`config.mk`:
```
export PLATFORM = sky130hd
export DESIGN_NAME = hrc_cell
export DESIGN_NICKNAME = d
export VERILOG_FILES = /design/src/design/hrc_pkg.sv /design/src/design/hrc_cell.sv
export SDC_FILE = /design/constraint.sdc
export NUM_CORES = 1
export LEC_CHECK = 0
export ABC_AREA = 1
export CORE_AREA = 3 3 234 236
export DETAILED_ROUTE_END_ITERATION = 8
export DIE_AREA = 0 0 237 239
export DONT_BUFFER_PORTS = 1
export SLEW_MARGIN = 5
export SYNTH_ARGS = -nofsm -noshare
export SYNTH_HDL_FRONTEND = slang
export SYNTH_SLANG_ARGS = --single-unit
export TNS_END_PERCENT = 10
```
`constraint.sdc`:
```
create_clock -name clk -period 9.33 [get_ports clk]
set_clock_uncertainty 0.15 [all_clocks]
set_input_delay 0.4665 -clock clk [delete_from_list [all_inputs] [get_ports clk]]
set_output_delay 0.4665 -clock clk [all_outputs]
set_load 0.01 [all_outputs]
```
`src/design/hrc_pkg.sv`:
```
// Shared types, codes and the popcount function of the Hamming matcher.
`timescale 1ns / 1ps
package hrc_pkg;

  // Row index width on the ports; stores never exceed 64 rows
  localparam int IDX_W = 6;
  localparam int WORD_W = 64;
  localparam int CNT_PORT_W = 7;
  localparam logic [6:0] NO_MATCH = 7'h7F;

  typedef enum logic [1:0] {
    OP_LOAD_A  = 2'd0,
    OP_LOAD_B  = 2'd1,
    OP_COMPUTE = 2'd2
  } op_t;

  typedef enum logic [0:0] {
    REG_RATIO = 1'b0,
    REG_XCHK  = 1'b1
  } reg_idx_t;

  typedef enum logic [2:0] {
    S_IDLE,
    S_FIX_RD,
    S_STREAM,
    S_DRAIN,
    S_DECIDE,
    S_OUT_RD,
    S_OUT_CHK,
    S_OUT_EMIT
  } state_t;

  // Side band that rides along with each candidate row through the chain
  typedef struct packed {
    logic             valid;
    logic             last;
    logic [IDX_W-1:0] idx;
  } hrc_tag_t;

  // SWAR population count of one 64-bit word
  function automatic logic [6:0] popcnt64(input logic [63:0] x);
    logic [63:0] c;
    c = x - ((x >> 1) & 64'h5555_5555_5555_5555);
    c = (c & 64'h3333_3333_3333_3333) + ((c >> 2) & 64'h3333_3333_3333_3333);
    c = (c + (c >> 4)) & 64'h0F0F_0F0F_0F0F_0F0F;
    c = c + (c >> 8);
    c = c + (c >> 16);
    c = c + (c >> 32);
    return c[6:0];
  endfunction

endpackage

```
`src/design/hrc_cell.sv`:
```
// One distance cell: adds the popcount of one word pair and shifts the row on.
`timescale 1ns / 1ps
module hrc_cell #(
  parameter int ROW_W  = 256,
  parameter int DIST_W = 9
) (
  input  logic               clk,
  input  logic               rst_n,
  input  logic [63:0]        fixed_word,
  input  logic [ROW_W-1:0]   row_in,
  input  logic [DIST_W-1:0]  sum_in,
  input  hrc_pkg::hrc_tag_t  tag_in,
  output logic [ROW_W-1:0]   row_out,
  output logic [DIST_W-1:0]  sum_out,
  output hrc_pkg::hrc_tag_t  tag_out
);
  import hrc_pkg::*;

  logic [ROW_W-1:0]  row_r;
  logic [DIST_W-1:0] sum_r;
  hrc_tag_t          tag_r;

  // the whole tag is reset as control; row and sum are payload
  always_ff @(posedge clk) begin
    if (!rst_n) begin
      tag_r <= '0;
    end else begin
      tag_r <= tag_in;
    end
  end

  // lowest word is consumed here, the next cell sees the following word
  always_ff @(posedge clk) begin
    row_r <= row_in >> WORD_W;
    sum_r <= sum_in + DIST_W'(popcnt64(fixed_word ^ row_in[63:0]));
  end

  assign row_out = row_r;
  assign sum_out = sum_r;
  assign tag_out = tag_r;

endmodule

```
After elaboration in Yosys (flattened, before gate mapping)
Cells that the tools add are included.
- flip-flop bits (word level): 209
- input bits: 339
- output and inout bits: 273
- word-level logic and storage cells: 13
- add/subtract/negate cells: 7
- bitwise logic cells: 1
- operator list (cell ; number):
    subtractor 64 x 63 -> 64 bit ; 1
    bitwise XOR 64 bit ; 1
    adder 62 x 62 -> 63 bit ; 1
    adder 60 x 59 -> 60 bit ; 1
    adder 52 x 52 -> 53 bit ; 1
    adder 39 x 37 -> 39 bit ; 1
    adder 9 x 7 -> 9 bit ; 1
    adder 7 bit ; 1

Logic depth before layout (Yosys ltp)
Gate-level depths: netlist of run 1.
- depth after elaboration: 8
- gate-level depth with buffers: 42
- gate-level depth less buffers: 42

Worst setup path before layout of run 1
OpenSTA, ideal clock, no wires.
- path type: in2reg
- start: in row_in[49]
- end: reg sum_r[8] (netlist: sum_out[8])
- setup time: 0.123 ns
- arrival time: 6.212 ns
- required time: 9.057 ns
- path slack: 2.845 ns
- stages on the path: 35
- buffers on the path: 0
- cell sequence: xor2_2 inv_1 ha_1 inv_1 nor2_2 inv_2 nor2_4 nand2_2 clkinv_1 nand2_1 nor2_1 nand2_1 nand4_1 nand2_1 fa_1 inv_1 fa_1 inv_1 fa_1 xor2_1 ha_1 a21oi_1 and2_1 xor2_1 inv_1 ha_1 xnor2_1 inv_1 ha_1 and3_1 a211oi_1 o21ai_0 nand2_1 a21oi_1 xor2_1
- cells in the longest elaborated chain, start to end: 8
- ends and longest elaborated chain (what ; RTL line ; source):
    start, declared ; hrc_cell.sv:10 ; input logic [ROW_W-1:0] row_in,
    bitwise XOR 64 bit ; hrc_cell.sv:35 ; sum_r <= sum_in + DIST_W'(popcnt64(fixed_word ^ row_in[63:0]));
    subtractor 64 x 63 -> 64 bit ; hrc_pkg.sv:43 ; c = x - ((x >> 1) & 64'h5555_5555_5555_5555);
    adder 62 x 62 -> 63 bit ; hrc_pkg.sv:44 ; c = (c & 64'h3333_3333_3333_3333) + ((c >> 2) & 64'h3333_3333_3333_3333);
    adder 60 x 59 -> 60 bit ; hrc_pkg.sv:45 ; c = (c + (c >> 4)) & 64'h0F0F_0F0F_0F0F_0F0F;
    adder 52 x 52 -> 53 bit ; hrc_pkg.sv:46 ; c = c + (c >> 8);
    adder 39 x 37 -> 39 bit ; hrc_pkg.sv:47 ; c = c + (c >> 16);
    adder 7 bit ; hrc_pkg.sv:48 ; c = c + (c >> 32);
    adder 9 x 7 -> 9 bit ; hrc_cell.sv:35 ;
    end signal, assigned ; hrc_cell.sv:35 ;
    end, declared ; hrc_cell.sv:20 ; logic [DIST_W-1:0] sum_r;
Every way passes these cells.
A chain may end at the register's enable or synchronous reset.

Final worst setup path of run 1
- start: in row_in[55]
- end: reg sum_r[8] (netlist: sum_out[8])
The elaborated chain is that of the path after synthesis.

==> results of run 1 <==
-- cells by family (layout without fill, tap and decap cells) --
kind of cell,count (synthesis),after routing
fa+ha+maj,188,188
simple gates,800,800
buf+inv,466,643
xor+xnor,99,99
compound gates,115,115
flops,209,209
other cells,1,74
-- cell usage in the layout, fill, tap and decap left out, drive strengths merged, types with 10 or more instances in the layout --
master / n
inv: 404
ha: 156
nand2: 571
xor2: 64
nand3: 99
nor2: 103
a21oi: 71
fa: 32
nand4: 10
dfxtp: 209
conb: 64
xnor2: 35
o21bai: 11
dlygate4sd3: 205
diode: 10
o21ai: 17
clkbuf: 26
-- routing by layer --
metal | GRT usage | share of wire
met1 | 0.235 | 0.37
met2 | 0.423 | 0.52
met3 | 0.0390 | 0.055
met4 | 0.100 | 0.056
met5 | 0 | 0.00020
-- through the flow --
stage / std cells / hold WS (ns) / area (sq um) / setup WS, ns
5_1_grt: 2810 / 0.0878 / 17500 / 1.71
2_1_floorplan: 1941 / 0.344 / 14300 / 2.85
6_report: 2816 / 0.0983 / 17500 / 2.34
3_3_place_gp: 2565 / 0.344 / 14700 / 1.90
3_5_place_dp: 2565 / 0.344 / 14700 / 1.78
4_1_cts: 2806 / 0.0687 / 17400 / 2.32
-- worst max path at each step --
stage	slack (ns)	end	startpoint	depth (start not counted)
5_1_grt	1.71	sum_out[8]	row_in[55]	33
6_report	2.34	sum_out[8]	row_in[55]	33
4_1_cts	2.32	sum_out[8]	row_in[55]	33
3_3_place_gp	1.90	sum_out[8]	row_in[55]	35
2_1_floorplan	2.85	sum_out[8]	row_in[49]	35
3_5_place_dp	1.78	sum_out[8]	row_in[55]	33
-- state kept, by name, indices dropped and copies added, names as in the netlist --
name,flops
row_out,192
sum_out,9
tag_out,8
-- final cells by class --
type | instances | area share
antenna | 10 | 0.00143
timing repair buffer | 206 | 0.118
inverter | 401 | 0.0864
tap | 688 | 0.0493
clock buffer | 26 | 0.0334
clock inverter | 10 | 0.00587
multi-input combinational | 1266 | 0.466
sequential | 209 | 0.239
-- repair_timing --
action	CTS	global route
endpoints found under the hold margin	204	0
resized for setup	0	0
hold buffers	205	0
==> flow_summary.toml, run 1 <==
[global_route]
grt-ovfl-total = 0
grt_first_pass_wirelength_microns = 89600
antenna_found_initial = 13
grt_max_degree = 16
grt.total_usage = 0.221
first_global_vias = 12200

[synth]
synth-edff-count = 0
synthTopCellsByCount = "nand2_1 (505), inv_1 (364), dfxtp_1 (209)"
synthAdderAreaFrac = 0.184
yosys_register_bits = 209
netlist.top_cell.by_area = "dfxtp_1"
synthSimpleGateAreaFrac = 0.262
synth_top_area_share = 0.297
ys_seq_area_frac = 0.297
syn_inst = 1878
synth_area_leaders = "dfxtp_1 (30%), ha_1 (14%), nand2_1 (13%)"
synthMuxAreaShare = 0
ys_warn_count = 0
post-synth-top-count-cell = "nand2_1"
synth-xor-area-share = 0.0653
syn_area_sq_um = 14100
synth_compound_area_frac = 0.0495
synth_top_flop_cell = "dfxtp_1"
async_flop_share = 0
synth_top_family_by_area = "simple AND/OR/NAND/NOR gates"
ys_types = 52
synth.avg_cell_area_sq_um = 7.50

[hold_path]
hold_depth = 2
hold_start = "sum_in[6]"
hp-class = "input pin to flip-flop"
min_to = "sum_out[6]"

[clock_tree]
cts_sinks = 209
numCtsBuffers = 21
htree_levels = 1
cts_buffer_depth = 3
clk_pin_slew_ns = 0.06
cts-root-buf = "clkbuf_16"
cts_tree = "yes"
postCtsSetupBuffers = 0

[setup_path]
cp_top_family = "adder cells"
cpMostUsedCell = "inv_1"
crit_type = "input pin to flip-flop"
worst-path-buf-inv = 7
crit_slowest_cell = "fa_1"
worstPathMaxFanout = 4
worst_ep_arrival_time_ns = 7.24
cp-end-kind = "flip-flop"
crit_required_ns = 9.58
worst_path_largest_cell_delay_ns = 0.58
startpoint_type = "input pin"

[outcome]
run_status = "finished, final reports clean"

[cells_and_area]
seqCellArea_sq_um = 4180
multiInputGateArea_sq_um = 8150
fin_nets = 2632
fill_cells = 5498
drive_gt1_frac = 0.101
area_growth_pct = 24.0
layout.core_utilization = 0.332

[floorplanning]
start_util = 0.268
fp.dieH_microns = 239
num_io_pins = 612
die-area_sq_um = 56600
coreArea_sq_um = 52700
std_cell_rows = 84
die_w_microns = 237

[drt]
drtIter0Drc = 513
avgViaCountPerCell = 4.29
wl_per_cell_microns = 23.2
post-route-drc-count = 0
wl_microns = 65400
ant_nets = 0
drt-pass1-iter-count = 6
via_count = 12100

[timing]
drv_slew = 0
slew_headroom = 0.596
rsz0062_at_grt = "false"
hold_viol_final = 0
fin_crit_ns = 6.99
setup_viol = 0
fin_setup_tns_ns = 0
final.period_utilization = 0.749
worst_slew_pin_slew_ns = 0.606
max_freq_mhz = 143

[placed_design]
placement.io_buffers = 0
hpwlAfterDp_microns = 57400
gp_congestion = 0.928

[job]
cap_violations = 0
Power of run 1 is left out: the tool's default activity adds up to more than one toggle a clock period on the data nets, which glitch-free logic cannot reach.
==> inputs of run 2 (changes only) <==
Settings changed: ABC_AREA 1 to 0.
Clock period 9.33 ns to 6.29 ns, I/O delays scaled along.
==> run 2 against run 1 <==
Against the previous run: the flow now finishes with violations (setup timing); wire length decreased by 8.1%; cell area increased by 3.9%; final cell count decreased by 15%; flip-flop and latch count unchanged; critical path depth decreased by 4; synthesized cell count decreased by 37%; sequential share of layout area decreased by 0.89 points; non-clock buffer count increased by 282; first-iteration DRC count decreased by 11%; core utilization increased by 1.3 points; critical endpoint is now sum_out[6].
==> flow_summary.toml, run 2 <==
[timing]
hold_viol_final = 0
final.period_utilization = 1.05
fin_setup_tns_ns = -1.22
drv_slew = 0
fin_crit_ns = 6.63
rsz0062_at_grt = "true"
max_freq_mhz = 151
setup_ws_ns = -0.343
setup_viol = 5

[setup_path]
cp-end-kind = "flip-flop"
crit_slowest_cell = "fa_2"
crit_required_ns = 6.61
cp_top_family = "adder cells"
worst_ep_arrival_time_ns = 6.95
startpoint_type = "input pin"
crit_type = "input pin to flip-flop"
cp-startpoint = "row_in[8]"
worstPathMaxFanout = 3
worst_path_largest_cell_delay_ns = 0.59
worst-path-buf-inv = 6

[synth]
synth-edff-count = 0
ys_seq_area_frac = 0.352
synth_area_leaders = "dfxtp_1 (35%), ha_1 (16%), fa_1 (5.4%)"
synth.avg_cell_area_sq_um = 10.1
syn_inst = 1178
syn_area_sq_um = 11900
synth_top_flop_cell = "dfxtp_1"
async_flop_share = 0
netlist.top_cell.by_area = "dfxtp_1"
synth_top_area_share = 0.352
yosys_register_bits = 209
synthTopCellsByCount = "dfxtp_1 (209), ha_1 (156), inv_1 (86)"
ys_warn_count = 0
post-synth-top-count-cell = "dfxtp_1"
ys_types = 84

[clock_tree]
cts_tree = "yes"
clk_pin_slew_ns = 0.07
numCtsBuffers = 23
cts-root-buf = "clkbuf_16"
cts_buffer_depth = 3
cts_sinks = 209
htree_levels = 1

[hold_path]
hold_depth = 3
min_to = "sum_out[8]"
hold_start = "sum_in[6]"
hp-class = "input pin to flip-flop"

[drt]
ant_nets = 0
drtIter0Drc = 455
post-route-drc-count = 0
wl_microns = 60100
avgViaCountPerCell = 4.34
drt-pass1-iter-count = 6
wl_per_cell_microns = 25.0
via_count = 10400

[floorplanning]
std_cell_rows = 84
die_w_microns = 237
die-area_sq_um = 56600
num_io_pins = 612
fp.dieH_microns = 239
start_util = 0.226
coreArea_sq_um = 52700

[outcome]
run_status = "finished, violations left"
violations = "setup timing"

[placed_design]
hpwlAfterDp_microns = 51800
placement.io_buffers = 0
gp_congestion = 0.892

[global_route]
grt-ovfl-total = 0
grt_util_met3 = 0.0420
gr-usage-met2 = 0.390
grt_max_degree = 17
grt_use_met1 = 0.217
gr-max-usage-layer = "met2"
grt.total_usage = 0.199
first_global_vias = 10600
grt_first_pass_wirelength_microns = 80500
antenna_found_initial = 31

[cells_and_area]
mostFrequentLayoutCells = "buf_4 (281), dfxtp_1 (209), dlygate4sd3_1 (206)"
fill_cells = 5253
final_common_cell = "buf_4"
fin_nets = 2214
multiInputGateArea_sq_um = 7740
area_growth_pct = 52.6
layout.core_utilization = 0.345
drive_gt1_frac = 0.261
largest_reg_flops = 192
seqCellArea_sq_um = 4180

[job]
cap_violations = 0
==> run 2: routing by layer <==
metal	vias to the layer above	wire (microns)
li1	4946	-
met1	4984	21900
met2	391	32800
met3	80	3590
met4	22	1700
met5	-	147
==> run 2: cell families after synthesis <==
group / synth area share
multiplexers: 0.000842
flip-flops: 0.352
XOR/XNOR: 0.114
adder cells (fa/ha/maj): 0.218
AND/OR/NAND/NOR: 0.0975
other: 0.000315
buffers and inverters: 0.0727
AO/OA/AOI/OAI: 0.145
==> run 2: worst max path at each step <==
| stage | slack, ns | to | cells after the start |
|---|---|---|---|
| floorplan | -0.38 | sum_out[8] | 29 |
| global placement | -1.03 | sum_out[8] | 31 |
| detailed placement | -1.12 | sum_out[8] | 31 |
| CTS | -0.36 | sum_out[7] | 28 |
| global route | -0.69 | sum_out[6] | 34 |
| finish | -0.34 | sum_out[6] | 29 |
==> run 2: area by class of cell <==
cell class	count	share of cell area
clock buffer	25	0.0332
inverter	99	0.0205
timing repair buffer	488	0.230
sequential	209	0.231
multi-input combinational	866	0.427
tap	688	0.0474
clock inverter	16	0.00972
antenna	11	0.00152
==> run 2: metrics by stage <==
step | std cells | hold WS, ns | worst slack (ns) | area [sq um]
6_report | 2402 | 0.0228 | -0.343 | 18100
5_1_grt | 2398 | 0.0454 | -0.692 | 18100
4_1_cts | 2384 | -0.173 | -0.364 | 17900
3_5_place_dp | 2137 | 0.192 | -1.12 | 14900
3_3_place_gp | 2137 | 0.192 | -1.03 | 14900
2_1_floorplan | 1241 | 0.192 | -0.381 | 12500
==> run 2: repair_timing <==
item | CTS | global route
hold endpoints to repair | 204 | 2
gates resized for setup | 15 | 34
pin swaps | 4 | 21
hold buffers | 205 | 1
buffers inserted | 1 | 6
setup endpoints to repair | 6 | 7
Power of run 2 is left out for the same reason.
