--- src/design/hrc_pkg.sv ---
// Shared types, codes and the popcount function of the Hamming matcher.
`timescale 1ns / 1ps
package hrc_pkg;

  // Row index width on the ports; stores never exceed 64 rows
  localparam int IDX_W = 6;
  localparam int WORD_W = 64;
  localparam int CNT_PORT_W = 7;
  localparam logic [6:0] NO_MATCH = 7'h7F;

  typedef enum logic [1:0] {
    OP_LOAD_A  = 2'd0,
    OP_LOAD_B  = 2'd1,
    OP_COMPUTE = 2'd2
  } op_t;

  typedef enum logic [0:0] {
    REG_RATIO = 1'b0,
    REG_XCHK  = 1'b1
  } reg_idx_t;

  typedef enum logic [2:0] {
    S_IDLE,
    S_FIX_RD,
    S_STREAM,
    S_DRAIN,
    S_DECIDE,
    S_OUT_RD,
    S_OUT_CHK,
    S_OUT_EMIT
  } state_t;

  // Side band that rides along with each candidate row through the chain
  typedef struct packed {
    logic             valid;
    logic             last;
    logic [IDX_W-1:0] idx;
  } hrc_tag_t;

  // SWAR population count of one 64-bit word
  function automatic logic [6:0] popcnt64(input logic [63:0] x);
    logic [63:0] c;
    c = x - ((x >> 1) & 64'h5555_5555_5555_5555);
    c = (c & 64'h3333_3333_3333_3333) + ((c >> 2) & 64'h3333_3333_3333_3333);
    c = (c + (c >> 4)) & 64'h0F0F_0F0F_0F0F_0F0F;
    c = c + (c >> 8);
    c = c + (c >> 16);
    c = c + (c >> 32);
    return c[6:0];
  endfunction

endpackage

--- src/design/hrc_top2.sv ---
// Tracks the nearest and second nearest distance over one candidate sweep.
`timescale 1ns / 1ps
module hrc_top2 #(
  parameter int DIST_W = 9
) (
  input  logic                  clk,
  input  logic                  rst_n,
  input  logic                  clr,
  input  hrc_pkg::hrc_tag_t     tag_in,
  input  logic [DIST_W-1:0]     dist_in,
  output logic [hrc_pkg::IDX_W-1:0] best_idx,
  output logic [DIST_W:0]       best,
  output logic [DIST_W:0]       second,
  output logic                  done
);
  import hrc_pkg::*;

  logic [DIST_W:0]  best_r, best_nxt, second_r, second_nxt;
  logic [IDX_W-1:0] idx_r, idx_nxt;
  logic             done_r;
  logic [DIST_W:0]  d;

  assign d = {1'b0, dist_in};

  // insert one distance; lower index wins ties since only strict less moves
  always_comb begin
    best_nxt   = best_r;
    second_nxt = second_r;
    idx_nxt    = idx_r;
    priority if (d < best_r) begin
      second_nxt = best_r;
      best_nxt   = d;
      idx_nxt    = tag_in.idx;
    end else if (d < second_r) begin
      second_nxt = d;
    end
  end

  always_ff @(posedge clk) begin
    if (!rst_n) begin
      done_r <= 1'b0;
    end else if (clr) begin
      done_r <= 1'b0;
    end else if (tag_in.valid) begin
      done_r <= tag_in.last;
    end
  end

  // all ones sits above every real distance
  always_ff @(posedge clk) begin
    if (clr) begin
      best_r   <= '1;
      second_r <= '1;
      idx_r    <= '0;
    end else if (tag_in.valid) begin
      best_r   <= best_nxt;
      second_r <= second_nxt;
      idx_r    <= idx_nxt;
    end
  end

  assign best_idx = idx_r;
  assign best     = best_r;
  assign second   = second_r;
  assign done     = done_r;

endmodule

--- config.mk ---
export PLATFORM = sky130hd
export DESIGN_NAME = hrc_top2
export DESIGN_NICKNAME = d
export VERILOG_FILES = /design/src/design/hrc_pkg.sv /design/src/design/hrc_top2.sv
export SDC_FILE = /design/constraint.sdc
export NUM_CORES = 1
export LEC_CHECK = 0
export BUFFER_PORTS_ARGS = -buffer_cell sky130_fd_sc_hd__buf_2
export CAP_MARGIN = 20
export CELL_PAD_IN_SITES_DETAIL_PLACEMENT = 0
export CELL_PAD_IN_SITES_GLOBAL_PLACEMENT = 1
export CORE_ASPECT_RATIO = 2
export CORE_MARGIN = 2
export CORE_UTILIZATION = 37
export DETAILED_ROUTE_END_ITERATION = 6
export PLACE_DENSITY_LB_ADDON = 0.1
export SLEW_MARGIN = 5
export SYNTH_ARGS = -nofsm -noshare
export SYNTH_HDL_FRONTEND = slang
export SYNTH_SLANG_ARGS = --single-unit
--- constraint.sdc ---
create_clock -name clk -period 2.7 [get_ports clk]
set_input_delay 0.135 -clock clk [delete_from_list [all_inputs] [get_ports clk]]
set_output_delay 0.135 -clock clk [all_outputs]
set_load 0.005 [all_outputs]
Word level (Yosys, flattened, before mapping)
Cells that the tools add are included.

Bits in registers: 27. Input port bits: 20.

Bitwise operators: 1. Multiplexer cells: 2. Reduce and logical (&&, ||, !) cells: 4. Magnitude comparators: 2.

Operator list (count): 9-bit by 10-bit less-than comparator with 1-bit output (2); 10-bit 2-to-1 mux (2); 2-bit AND reduction (2); 2-bit nonzero test (1); 2-bit OR reduction (1); 1-bit inverter (1).

Longest topological paths before layout
Gate-level depths: netlist (run 1).

Depth in word-level cells: 3. Mapped depth: 9. Gate-level depth less buffers: 8.

Least setup slack after synthesis (run 1)
No wires, ideal clock.

Kind: register -> register. From: register best_r[3], in the netlist best[3]. To: register second_r[9], in the netlist second[9]. Buffers on the path: 1. Data arrival time: 1.800 ns. Cell stages (with the launch flop): 10. Setup slack: 0.778 ns. Period minus slack after synthesis: 1.922 ns. Cells stage by stage: dfxtp_1 inv_1 ha_1 a211oi_2 nor2_1 a21oi_2 a22oi_1 nand2b_1 buf_6 a221o_1.

Longest elaborated chain between the ends: 3. Elaborated cells on any way between the ends: 4.

RTL lines: start, declared (RTL line hrc_top2.sv:18) `logic [DIST_W:0] best_r, best_nxt, second_r, second_nxt;`; start signal, assigned (RTL line hrc_top2.sv:56) `best_r <= best_nxt;`; 9-bit by 10-bit less-than comparator with 1-bit output (*) (RTL line hrc_top2.sv:30) `priority if (d < best_r) begin`; 2-bit nonzero test (no source line); 2-bit AND reduction (no source line); end signal, assigned (RTL line hrc_top2.sv:57) `second_r <= second_nxt;`; end, declared (RTL line hrc_top2.sv:18).

Mark *: on every way between the ends. The rest lies on a longest branch, timed or not. A chain may end at the register's enable or synchronous reset.

Worst setup path in the final report (run 1)
From: register best_r[3], in the netlist best[3]. To: register second_r[2], in the netlist second[2].

The elaborated chain is that of the path after synthesis.

==> results of run 1 <==
## critical path: stages, from the launching register on
cell,delay [ns]
sky130_fd_sc_hd__dfxtp_1,0.38
sky130_fd_sc_hd__inv_1,0.06
sky130_fd_sc_hd__ha_1,0.30
sky130_fd_sc_hd__a211oi_2,0.18
sky130_fd_sc_hd__nor2_1,0.09
sky130_fd_sc_hd__a21oi_2,0.32
sky130_fd_sc_hd__a22oi_1,0.17
sky130_fd_sc_hd__nor3_2,0.45
sky130_fd_sc_hd__a32oi_1,0.18
## worst paths after layout
check | endpoint | cells after the start | from
worst max-delay path | second[2] | 8 | best[3]
worst min register to register | best_idx[3] | 2 | best_idx[3]
worst max register to register | second[2] | 8 | best[3]
worst min-delay path | best_idx[3] | 3 | tag_in[3]
## logic make-up after synthesis
family / count (synthesis) / synth area share
AO/OA/AOI/OAI: 36 / 0.2035
AND/OR/NAND/NOR: 55 / 0.1722
adder cells (fa/ha/maj): 16 / 0.1318
multiplexers: 7 / 0.04613
flip-flops: 27 / 0.3558
buffers and inverters: 34 / 0.09061
## cells in the final DEF (no fill, tap or decap), types with 2 or more instances in the layout
cell,synthesis,layout
sky130_fd_sc_hd__a211o_1,10,10
sky130_fd_sc_hd__a32oi_1,9,9
sky130_fd_sc_hd__ha_1,16,16
sky130_fd_sc_hd__nor2_1,26,26
sky130_fd_sc_hd__a21oi_1,5,5
sky130_fd_sc_hd__buf_4,0,4
sky130_fd_sc_hd__nand3_1,12,12
sky130_fd_sc_hd__mux2i_1,7,7
sky130_fd_sc_hd__nand2b_1,2,2
sky130_fd_sc_hd__dfxtp_1,27,27
sky130_fd_sc_hd__o21ai_0,2,2
sky130_fd_sc_hd__nand2_1,9,9
sky130_fd_sc_hd__clkbuf_8,0,3
sky130_fd_sc_hd__buf_2,2,46
sky130_fd_sc_hd__a41o_1,2,2
sky130_fd_sc_hd__inv_1,26,26
## where the power goes
group	leakage [nW]	internal (W)	total (W)	switching, W
combinational	0.783	0.0000932	0.000197	0.000104
clock	0.0228	0.000106	0.000234	0.000128
sequential	0.223	0.000428	0.000451	0.0000234
## state kept, by name, indices dropped and copies added (netlist names)
name      count
done          1
best_idx      6
second       10
best         10
## stage by stage
stage	hold slack (ns)	cells	total power, W	utilization	worst slack (ns)
floorplan	0.2789	175	0.0005803	-	0.7777
global placement	0.3670	269	0.0006577	0.4505	0.4828
detailed placement	0.3724	269	0.0006612	0.4505	0.4310
CTS	0.08228	273	0.0008949	0.4617	0.4048
global route	0.08699	273	0.0009369	0.4617	0.1963
finish	0.08452	273	0.0008826	0.4617	0.4265
## cell type report
class	count	area, µm²
fill	436	2156
multi-input combinational	114	840.8
clock buffer	4	45.04
timing repair buffer	50	260.3
inverter	26	97.59
sequential	27	540.5
tap	52	65.06
## per-layer routing
metal	global-route usage	vias up	share of wire
li1	-	704	-
met3	0.01582	5	0.029
met5	0	-	0
met4	0.06429	0	0.017
met2	0.2860	28	0.51
met1	0.2066	638	0.45
==> results.txt, run 1 <==
----------------------------------------------------
[Run status]
  Outcome ... completed

[Synth]
  Register bit count reported by yosys ... 27
  Sequential cell area fraction in the yosys report ... 0.3558
  Average cell area after synthesis ... 8.680 µm²
  Most frequent cell after synthesis ... sky130_fd_sc_hd__dfxtp_1
  Syn Inst Count ... approximately 180
  Area of the mapped netlist ... 1519 µm²
  Warnings from Yosys ... 0
  Distinct cell type count after synthesis ... 31
  Largest cells by area after synthesis ... sky130_fd_sc_hd__dfxtp_1, sky130_fd_sc_hd__ha_1, sky130_fd_sc_hd__inv_1
  Post-synth net total ... ~210
  Count of flip-flops with a built-in enable after synthesis ... 0
  FFs w/ async S/R, synth ... 0
  Most used DFF post-synth ... sky130_fd_sc_hd__dfxtp_1
  Top cells by count, synth ... sky130_fd_sc_hd__dfxtp_1, sky130_fd_sc_hd__inv_1, sky130_fd_sc_hd__nor2_1
  Area share of the largest cell type after synthesis ... 0.3558
  Cell accounting for the most synthesized area ... sky130_fd_sc_hd__dfxtp_1

[Critical path]
  Arr. time, crit path ... 2.41 ns
  Req. time, crit path ... between 2 and 3 ns
  Critical path launch point type ... flip-flop
  Crit path kind ... flip-flop to flip-flop
  Max FO, Critical Path ... 9
  CP endpoint kind ... flip-flop
  FF-to-FF setup slack ... between 0.4 and 0.5 ns

[CTS]
  Max Buffers Root-to-Sink ... 2
  Total clock buffers created by CTS ... 3
  Post-CTS Setup Repair Bufs ... 0
  Post-CTS Hold Fix Bufs ... 0
  CTS tree ... built
  H-tree levels ... 1
  Clock insertion delay at the later pin of the skew report ... approximately 0.27 ns
  Sinks on the clock net ... 27
  Clk pin slew, worst setup/hold paths ... around 0.090 ns
  Cell chosen for the clock root ... sky130_fd_sc_hd__clkbuf_8
  Quantity of gates resized following cts ... 0

[Cells and area]
  Count of nets after finishing ... 258
  Area growth syn-to-layout ... 21.75%
  Fraction of final layout cells with drive strength greater than 1 ... 0.2715
  Diodes inserted ... 0
  Post-route cell area ... 1849 µm²

[Global routing]
  Total congestion overflow after global routing ... 0
  Number of antenna violations at the first check in global routing ... 0
  Pin count of the biggest net entering global routing ... 29
  Vias in the first global route ... ~1300
  Wire length of the first global-routing pass ... 6.003 mm
  Total Routing Usage GR ... 0.1649

[Min path]
  HP Class ... primary input to flip-flop

[STA]
  Number of max-slew violations in the final report ... 0
  Endpoints failing hold ... 0
  Final period demand of the worst path ... 2.273 ns
  Setup repair after global routing missed its margin ... false
  Finish-stage setup viols ... 0
  Maximum achievable frequency ... 0.4399 GHz
  Sum of negative setup slack ... 0 ns
  Worst clock skew on the final layout ... 0.003343 ns
  Max-slew headroom at the worst pin ... 0.6265
  Worst Max-Slew Pin Slew ... approximately 0.56 ns
  Fraction of the cycle the final worst path needs ... 0.8420

[Power]
  Leakage power summed over all cells ... between 1 and 1.5 nW
  Power per cell area ... roughly 480 nW/µm²
  Worst ir drop on vdd ... between 0.3 and 0.4 mV

[Route]
  Remaining DRCs ... 0
  Initial DRC count ... 19
  Residual antenna-violating net count after detailed routing ... 0
  Mean number of vias per cell ... ~5.0
  Detailed-router iteration count before antenna repair ... 4
  Total number of vias ... around 1400
  Average detailed-routed wire length per instance ... approximately 13 µm
  Overall routed net length ... roughly 3.6 mm

[Floorplan]
  Row Count ... 33
  Starting density of the core ... 0.3793
  Die H ... between 90 and 100 µm
  Top-Level Pins ... 47
  Core Box Area ... ~4000 µm²
  Width of the die ... between 40 and 50 µm
  Total die area ... 4665 µm²

[Placement]
  Post-detail-place hpwl ... 2.857 mm
  Buffers on Ports ... 46
  Total cell area at the placement stage ... approximately 1800 µm²
  RD Place Congestion ... 0.8324

[Run]
  Max-Cap Viols ... 0

----------------------------------------------------
(Power assumes the default switching activity.)
==> run 2, diff against run 1 <==
--- a/config.mk
+++ b/config.mk
@@ -11,7 +11,7 @@
 export CELL_PAD_IN_SITES_GLOBAL_PLACEMENT = 1
 export CORE_ASPECT_RATIO = 2
 export CORE_MARGIN = 2
-export CORE_UTILIZATION = 37
+export CORE_UTILIZATION = 33
 export DETAILED_ROUTE_END_ITERATION = 6
 export PLACE_DENSITY_LB_ADDON = 0.1
 export SLEW_MARGIN = 5
==> constraint.sdc (replaced) <==
create_clock -name clk -period 1.9 [get_ports clk]
set_input_delay 0.095 -clock clk [delete_from_list [all_inputs] [get_ports clk]]
set_output_delay 0.095 -clock clk [all_outputs]
set_load 0.005 [all_outputs]
==> run 2 against run 1 <==
Net effect: hold slack got worse by 0.044 ns; sequential cell count unchanged; final cell count increased by 11%; register-to-register slack got worse by 0.41 ns; cell area increased by 23%; critical path depth increased by 1; highest routed layer unchanged; routed wire length increased by 13%; first-iteration DRC count increased by 32%.
==> results.txt, run 2 (same netlist as run 1, synthesis figures left out) <==
----------------------------------------------------
[Run]
  Max-Cap Viols ... 0 (unchanged)

[Placement]
  RD Place Congestion ... 0.7576 (was 0.8324)
  Buffers on Ports ... 46 (unchanged)
  Post-detail-place hpwl ... 3.024 mm (was 2.857 mm)
  Total cell area at the placement stage ... 1976 µm² (was 1804 µm²)

[Cells and area]
  Fraction of final layout cells with drive strength greater than 1 ... 0.4578 (was 0.2715)
  Area growth syn-to-layout ... 50.16% (was 21.75%)
  Count of nets after finishing ... 286 (was 258)
  Commonest non-fill, non-tap cells in the layout ... sky130_fd_sc_hd__buf_2, sky130_fd_sc_hd__nor2_1, sky130_fd_sc_hd__buf_4, sky130_fd_sc_hd__inv_1, sky130_fd_sc_hd__dfxtp_1 (was sky130_fd_sc_hd__buf_2, sky130_fd_sc_hd__dfxtp_1, sky130_fd_sc_hd__inv_1, sky130_fd_sc_hd__nor2_1, sky130_fd_sc_hd__ha_1)
  Final Core Density ... 0.5057 (was 0.4617)
  Diodes inserted ... 0 (unchanged)
  Most common library cell in the layout ignoring fill and taps ... sky130_fd_sc_hd__buf_2 (unchanged)
  Post-route cell area ... 2281 µm² (was 1849 µm²)

[Critical path]
  Req. time, crit path ... 2.06 ns (was 2.83 ns)
  Max FO, Critical Path ... 5 (was 9)
  Crit path kind ... flip-flop to flip-flop (unchanged)
  Arr. time, crit path ... 2.05 ns (was 2.41 ns)
  Critical path launch point type ... flip-flop (unchanged)
  CP endpoint kind ... flip-flop (unchanged)

[STA]
  Setup repair after global routing missed its margin ... true (was false)
  Fraction of the cycle the final worst path needs ... 0.9938 (was 0.8420)
  Number of max-slew violations in the final report ... 0 (unchanged)
  Final period demand of the worst path ... 1.888 ns (was 2.273 ns)
  Worst clock skew on the final layout ... 0.001491 ns (was 0.003343 ns)
  Worst Max-Slew Pin Slew ... 0.5698 ns (was 0.5572 ns)
  Finish-stage setup viols ... 0 (unchanged)
  Endpoints failing hold ... 0 (unchanged)
  Max-slew headroom at the worst pin ... 0.6202 (was 0.6265)
  Worst hold margin ... 0.04086 ns (was 0.08452 ns)
  Maximum achievable frequency ... 0.5296 GHz (was 0.4399 GHz)

[Power]
  Switching power ... 0.0004069 W (was 0.0002560 W)
  Power per cell area ... 604.3 nW/µm² (was 477.3 nW/µm²)
  Logic gate share of total power ... 0.292 (was 0.224)
  Post-route total power ... 0.001378 W (was 0.0008826 W)
  Register share of total power ... 0.461 (was 0.511)
  Fraction of power spent switching nets ... 0.2952 (was 0.2900)
  Worst ir drop on vdd ... 0.4160 mV (was 0.3327 mV)
  Leakage power summed over all cells ... 1.175 nW (was 1.030 nW)
  Clock power share ... 0.247 (was 0.265)
  Cell-internal power ... 0.0009715 W (was 0.0006267 W)

[Global routing]
  Global-route layer with the greatest usage ... met2 (unchanged)
  Met3 Track Usage GR ... 0.01935 (was 0.01582)
  Vias in the first global route ... 1428 (was 1265)
  Pin count of the biggest net entering global routing ... 29 (unchanged)
  Wire length of the first global-routing pass ... 6.755 mm (was 6.003 mm)
  Number of antenna violations at the first check in global routing ... 0 (unchanged)
  GR Util met1 ... 0.2162 (was 0.2066)
  Total congestion overflow after global routing ... 0 (unchanged)
  Total Routing Usage GR ... 0.1713 (was 0.1649)
  Routing usage on met2 ... 0.2892 (was 0.2860)

[Route]
  Remaining DRCs ... 0 (unchanged)
  Detailed-router iteration count before antenna repair ... 4 (unchanged)
  Initial DRC count ... 25 (was 19)
  Mean number of vias per cell ... 4.924 (was 5.037)
  Residual antenna-violating net count after detailed routing ... 0 (unchanged)
  Overall routed net length ... 4.092 mm (was 3.621 mm)
  Average detailed-routed wire length per instance ... 13.46 µm (was 13.26 µm)
  Total number of vias ... 1497 (was 1375)

[Min path]
  HP Class ... primary input to flip-flop (unchanged)

[CTS]
  Cell chosen for the clock root ... sky130_fd_sc_hd__clkbuf_8 (unchanged)
  Clock insertion delay at the later pin of the skew report ... 0.28 ns (was 0.27 ns)
  H-tree levels ... 1 (unchanged)
  Post-CTS Hold Fix Bufs ... 0 (unchanged)
  Max Buffers Root-to-Sink ... 2 (unchanged)
  Sinks on the clock net ... 27 (unchanged)
  CTS tree ... built (unchanged)
  Total clock buffers created by CTS ... 3 (unchanged)
  Clk pin slew, worst setup/hold paths ... 0.09 ns (about the same)

[Floorplan]
  Core Box Area ... 4511 µm² (was 4005 µm²)
  Die H ... 99.95 µm (was 94.61 µm)
  Total die area ... 5195 µm² (was 4665 µm²)
  Starting density of the core ... 0.3368 (was 0.3793)
  Top-Level Pins ... 47 (unchanged)
  Width of the die ... 51.98 µm (was 49.31 µm)
  Row Count ... 35 (was 33)

[Run status]
  Outcome ... completed (unchanged)

----------------------------------------------------
-- run 2: cell count changes in the layout (fill, tap and decap cells not counted), sizes merged --
cell,before,now
buf,50,78
-- run 2: per-stage QoR --
stage / setup slack, ns / TNS, ns / std cells
floorplan: 0.003303 / 0 / 175
global placement: -0.1453 / -1.147 / 290
detailed placement: -0.2355 / -2.342 / 290
CTS: -0.006938 / -0.02115 / 301
global route: -0.05560 / -0.4027 / 304
finish: 0.01185 / 0 / 304
-- run 2: cell type report --
class                      count  area [µm²]
sequential                    27       550.5
clock buffer                   4       45.04
tap                           55       68.82
fill                         436        2230
multi-input combinational    114        1001
timing repair buffer          78       518.0
inverter                      26       97.59
-- run 2: repair_timing --
item | in CTS | in global routing
gates resized for setup | 21 | 18
buffers inserted | 6 | 3
pin swaps | 14 | 15
setup endpoints to repair | 21 | 25
gates cloned | 1 | 0
-- run 2: worst paths after layout --
check	slack, ns	start	cells after the start	endpoint
setup / recovery	0.01	best[8]	9	second[6]
hold / removal	0.04	tag_in[2]	3	best_idx[2]
setup reg to reg	0.01	best[8]	9	second[6]
hold reg to reg	0.50	best_idx[2]	2	best_idx[2]
-- run 2: worst max-delay path: stages (launching register included) --
cell and delay (ns):
sky130_fd_sc_hd__dfxtp_2 0.34, sky130_fd_sc_hd__inv_2 0.04, sky130_fd_sc_hd__ha_4 0.26, sky130_fd_sc_hd__and4b_4 0.26, sky130_fd_sc_hd__o311ai_4 0.10, sky130_fd_sc_hd__buf_4 0.16
sky130_fd_sc_hd__a22oi_2 0.23, sky130_fd_sc_hd__nand2b_4 0.20, sky130_fd_sc_hd__buf_6 0.12, sky130_fd_sc_hd__a32oi_1 0.05
-- run 2: power groups by stage --
stage                     clock network [W]  registers, W  logic, W
after CTS                          0.000360      0.000634  0.000380
after global routing               0.000391      0.000642  0.000450
after global placement                    0      0.000643  0.000341
after floorplan                           0      0.000654  0.000173
final                              0.000340      0.000636  0.000402
after detailed placement                  0      0.000645  0.000346
-- run 2: metal layers --
metal,share of wire,vias to the layer above,wire length (µm)
li1,-,763,-
met1,0.43,703,1762
met2,0.53,27,2157
met3,0.029,4,119
met4,0.013,0,53
met5,0,-,0
==> run 3, diff against run 2 <==
--- a/config.mk
+++ b/config.mk
@@ -10,10 +10,9 @@
 export CELL_PAD_IN_SITES_DETAIL_PLACEMENT = 0
 export CELL_PAD_IN_SITES_GLOBAL_PLACEMENT = 1
 export CORE_ASPECT_RATIO = 2
-export CORE_MARGIN = 2
 export CORE_UTILIZATION = 33
 export DETAILED_ROUTE_END_ITERATION = 6
-export PLACE_DENSITY_LB_ADDON = 0.1
+export PLACE_DENSITY = 0.8
 export SLEW_MARGIN = 5
 export SYNTH_ARGS = -nofsm -noshare
 export SYNTH_HDL_FRONTEND = slang
==> run 3 against run 2 <==
Net effect: core utilization fell by 1.9 points; routed wire length rose by 3.7%; critical path depth fell by 2; critical endpoint is now best[7]; highest routed layer unchanged.
==> results.txt, run 3 (same netlist as run 1, synthesis figures left out) <==
----------------------------------------------------
[Route]
  Overall routed net length ... 4.244 mm (was 4.092 mm)
  Mean number of vias per cell ... 5.042 (was 4.924)
  Detailed-router iteration count before antenna repair ... 4 (unchanged)
  Total number of vias ... 1457 (was 1497)
  Remaining DRCs ... 0 (unchanged)
  Average detailed-routed wire length per instance ... 14.69 µm (was 13.46 µm)
  Residual antenna-violating net count after detailed routing ... 0 (unchanged)
  Detailed route wirelength on metal2 ... 2.382 mm (was 2.157 mm)
  Initial DRC count ... 18 (was 25)
  Met3 WL ... 143 µm (was 119 µm)
  Uppermost layer routed ... met4 (unchanged)
  DRT met1 WL ... 1.610 mm (was 1.762 mm)

[CTS]
  Post-CTS Hold Fix Bufs ... 0 (unchanged)
  Total clock buffers created by CTS ... 3 (unchanged)
  Max Buffers Root-to-Sink ... 2 (unchanged)
  Clk pin slew, worst setup/hold paths ... 0.09 ns (about the same)
  Sinks on the clock net ... 27 (unchanged)
  Clock insertion delay at the later pin of the skew report ... 0.27 ns (was 0.28 ns)
  Cell chosen for the clock root ... sky130_fd_sc_hd__clkbuf_8 (unchanged)
  CTS tree ... built (unchanged)
  H-tree levels ... 1 (unchanged)

[Floorplan]
  Row Count ... 34 (was 35)
  Top-Level Pins ... 47 (unchanged)
  Die H ... 97.95 µm (was 99.95 µm)
  Total die area ... 4895 µm² (was 5195 µm²)
  Starting density of the core ... 0.3467 (was 0.3368)
  Core Box Area ... 4382 µm² (was 4511 µm²)
  Width of the die ... 49.98 µm (was 51.98 µm)

[Cells and area]
  Most common library cell in the layout ignoring fill and taps ... sky130_fd_sc_hd__buf_2 (unchanged)
  Fraction of final layout cells with drive strength greater than 1 ... 0.3957 (was 0.4578)
  Commonest non-fill, non-tap cells in the layout ... sky130_fd_sc_hd__buf_2, sky130_fd_sc_hd__nor2_1, sky130_fd_sc_hd__inv_1, sky130_fd_sc_hd__dfxtp_1, sky130_fd_sc_hd__ha_1 (was sky130_fd_sc_hd__buf_2, sky130_fd_sc_hd__nor2_1, sky130_fd_sc_hd__buf_4, sky130_fd_sc_hd__inv_1, sky130_fd_sc_hd__dfxtp_1)
  Filler cell count ... 445 (was 436)
  Post-route cell area ... 2132 µm² (was 2281 µm²)
  Count of nets after finishing ... 272 (was 286)
  Final Core Density ... 0.4866 (was 0.5057)
  Diodes inserted ... 0 (unchanged)
  Area growth syn-to-layout ... 40.36% (was 50.16%)

[Critical path]
  Critical path launch point type ... flip-flop (unchanged)
  Critical path cell sequence ... inv_2, ha_4, a21boi_4, o311ai_4, nand3_4, buf_6, a211o_1 (was inv_2, ha_4, and4b_4, o311ai_4, buf_4, a22oi_2, nand2b_4, buf_6, a32oi_1)
  Max FO, Critical Path ... 6 (was 5)
  Maximum cell stage delay along the critical path ... 0.40 ns (was 0.34 ns)
  Crit path kind ... flip-flop to flip-flop (unchanged)
  Critical path's slowest cell ... sky130_fd_sc_hd__o311ai_4 (was sky130_fd_sc_hd__dfxtp_2)
  CP endpoint kind ... flip-flop (unchanged)
  Arr. time, crit path ... 2.05 ns (about the same)
  Req. time, crit path ... 2.07 ns (was 2.06 ns)

[STA]
  Max-slew headroom at the worst pin ... 0.6345 (was 0.6202)
  Finish-stage setup viols ... 0 (unchanged)
  Endpoints failing hold ... 0 (unchanged)
  Number of max-slew violations in the final report ... 0 (unchanged)
  Worst Max-Slew Pin Slew ... 0.5482 ns (was 0.5698 ns)
  Fraction of the cycle the final worst path needs ... 0.9896 (was 0.9938)
  Worst clock skew on the final layout ... 0.004351 ns (was 0.001491 ns)
  Maximum achievable frequency ... 0.5319 GHz (was 0.5296 GHz)
  Setup repair after global routing missed its margin ... true (unchanged)
  Worst hold margin ... 0.04601 ns (was 0.04086 ns)
  Final period demand of the worst path ... 1.880 ns (was 1.888 ns)

[Run status]
  Outcome ... completed (unchanged)

[Min path]
  HP Class ... primary input to flip-flop (unchanged)

[Power]
  Leakage power summed over all cells ... 1.123 nW (was 1.175 nW)
  Worst ir drop on vdd ... 0.5478 mV (was 0.4160 mV)
  Power per cell area ... 633.2 nW/µm² (was 604.3 nW/µm²)

[Global routing]
  Total Routing Usage GR ... 0.1728 (was 0.1713)
  Pin count of the biggest net entering global routing ... 29 (unchanged)
  Wire length of the first global-routing pass ... 6.368 mm (was 6.755 mm)
  Total congestion overflow after global routing ... 0 (unchanged)
  Number of antenna violations at the first check in global routing ... 0 (unchanged)
  Vias in the first global route ... 1329 (was 1428)

[Placement]
  RD Place Congestion ... 0.8215 (was 0.7576)
  Post-detail-place hpwl ... 3.143 mm (was 3.024 mm)
  Total cell area at the placement stage ... 1924 µm² (was 1976 µm²)
  Buffers on Ports ... 46 (unchanged)

[Run]
  Max-Cap Viols ... 0 (unchanged)

----------------------------------------------------
-- run 3: cell count changes in the layout (fill, tap and decap cells not counted), moves of 2 or more --
cell	previous run	this run
sky130_fd_sc_hd__dfxtp_1	19	23
sky130_fd_sc_hd__ha_4	6	3
sky130_fd_sc_hd__buf_4	24	10
sky130_fd_sc_hd__dfxtp_2	8	4
sky130_fd_sc_hd__inv_2	4	2
sky130_fd_sc_hd__ha_1	10	13
sky130_fd_sc_hd__inv_1	22	24
-- run 3: critical path: cells and delay by family (launching register included) --
| family | cells | cell delay [ns] |
|---|---|---|
| adder cells (fa/ha/maj) | 1 | 0.22 |
| AND/OR/NAND/NOR | 1 | 0.19 |
| buffers and inverters | 2 | 0.22 |
| flip-flops | 1 | 0.34 |
| AO/OA/AOI/OAI | 3 | 0.79 |
-- run 3: what timing repair did --
action                     in CTS  in global routing
resized for setup               0                 29
buffers inserted                0                  0
setup endpoints to repair       0                 25
-- run 3: metrics by stage --
step | setup slack (ns) | cells | TNS, ns | total power, W
4_1_cts | 0.009664 | 288 | 0 | 0.001318
3_5_place_dp | 0.04617 | 284 | 0 | 0.0009827
2_1_floorplan | 0.003303 | 175 | 0 | 0.0008264
5_1_grt | -0.06046 | 289 | -0.9769 | 0.001432
6_report | 0.01977 | 289 | 0 | 0.001350
3_3_place_gp | 0.05083 | 284 | 0 | 0.0009776
-- run 3: where the power goes --
part	internal, W	total [W]	switching (W)
logic	0.000193	0.000384	0.000192
registers	0.000609	0.000636	0.0000272
clock network	0.000150	0.000330	0.000179
total	0.000952	0.00135	0.000398
-- run 3: worst paths after layout --
path	start	to	slack, ns	depth (start not counted)
setup / recovery	best[1]	best[7]	0.02	7
hold / removal	tag_in[0]	best_idx[0]	0.05	3
setup reg to reg	best[1]	best[7]	0.02	7
hold reg to reg	best_idx[0]	best_idx[0]	0.50	2
-- run 3: final cells by class --
class / count / area [µm²] / share of cell area
Multi-Input combinational cell: 114 / 954.7 / 0.4478
Tap cell: 54 / 67.56 / 0.03169
Inverter: 26 / 97.59 / 0.04577
Timing Repair Buffer: 64 / 421.7 / 0.1978
Sequential cell: 27 / 545.5 / 0.2559
Clock buffer: 4 / 45.04 / 0.02113
-- run 3: routing by layer --
metal / up-vias / global-route usage
met3: 8 / 0.01869
met4: 0 / 0.06593
li1: 740 / -
met5: - / 0
met2: 44 / 0.3306
met1: 665 / 0.1836
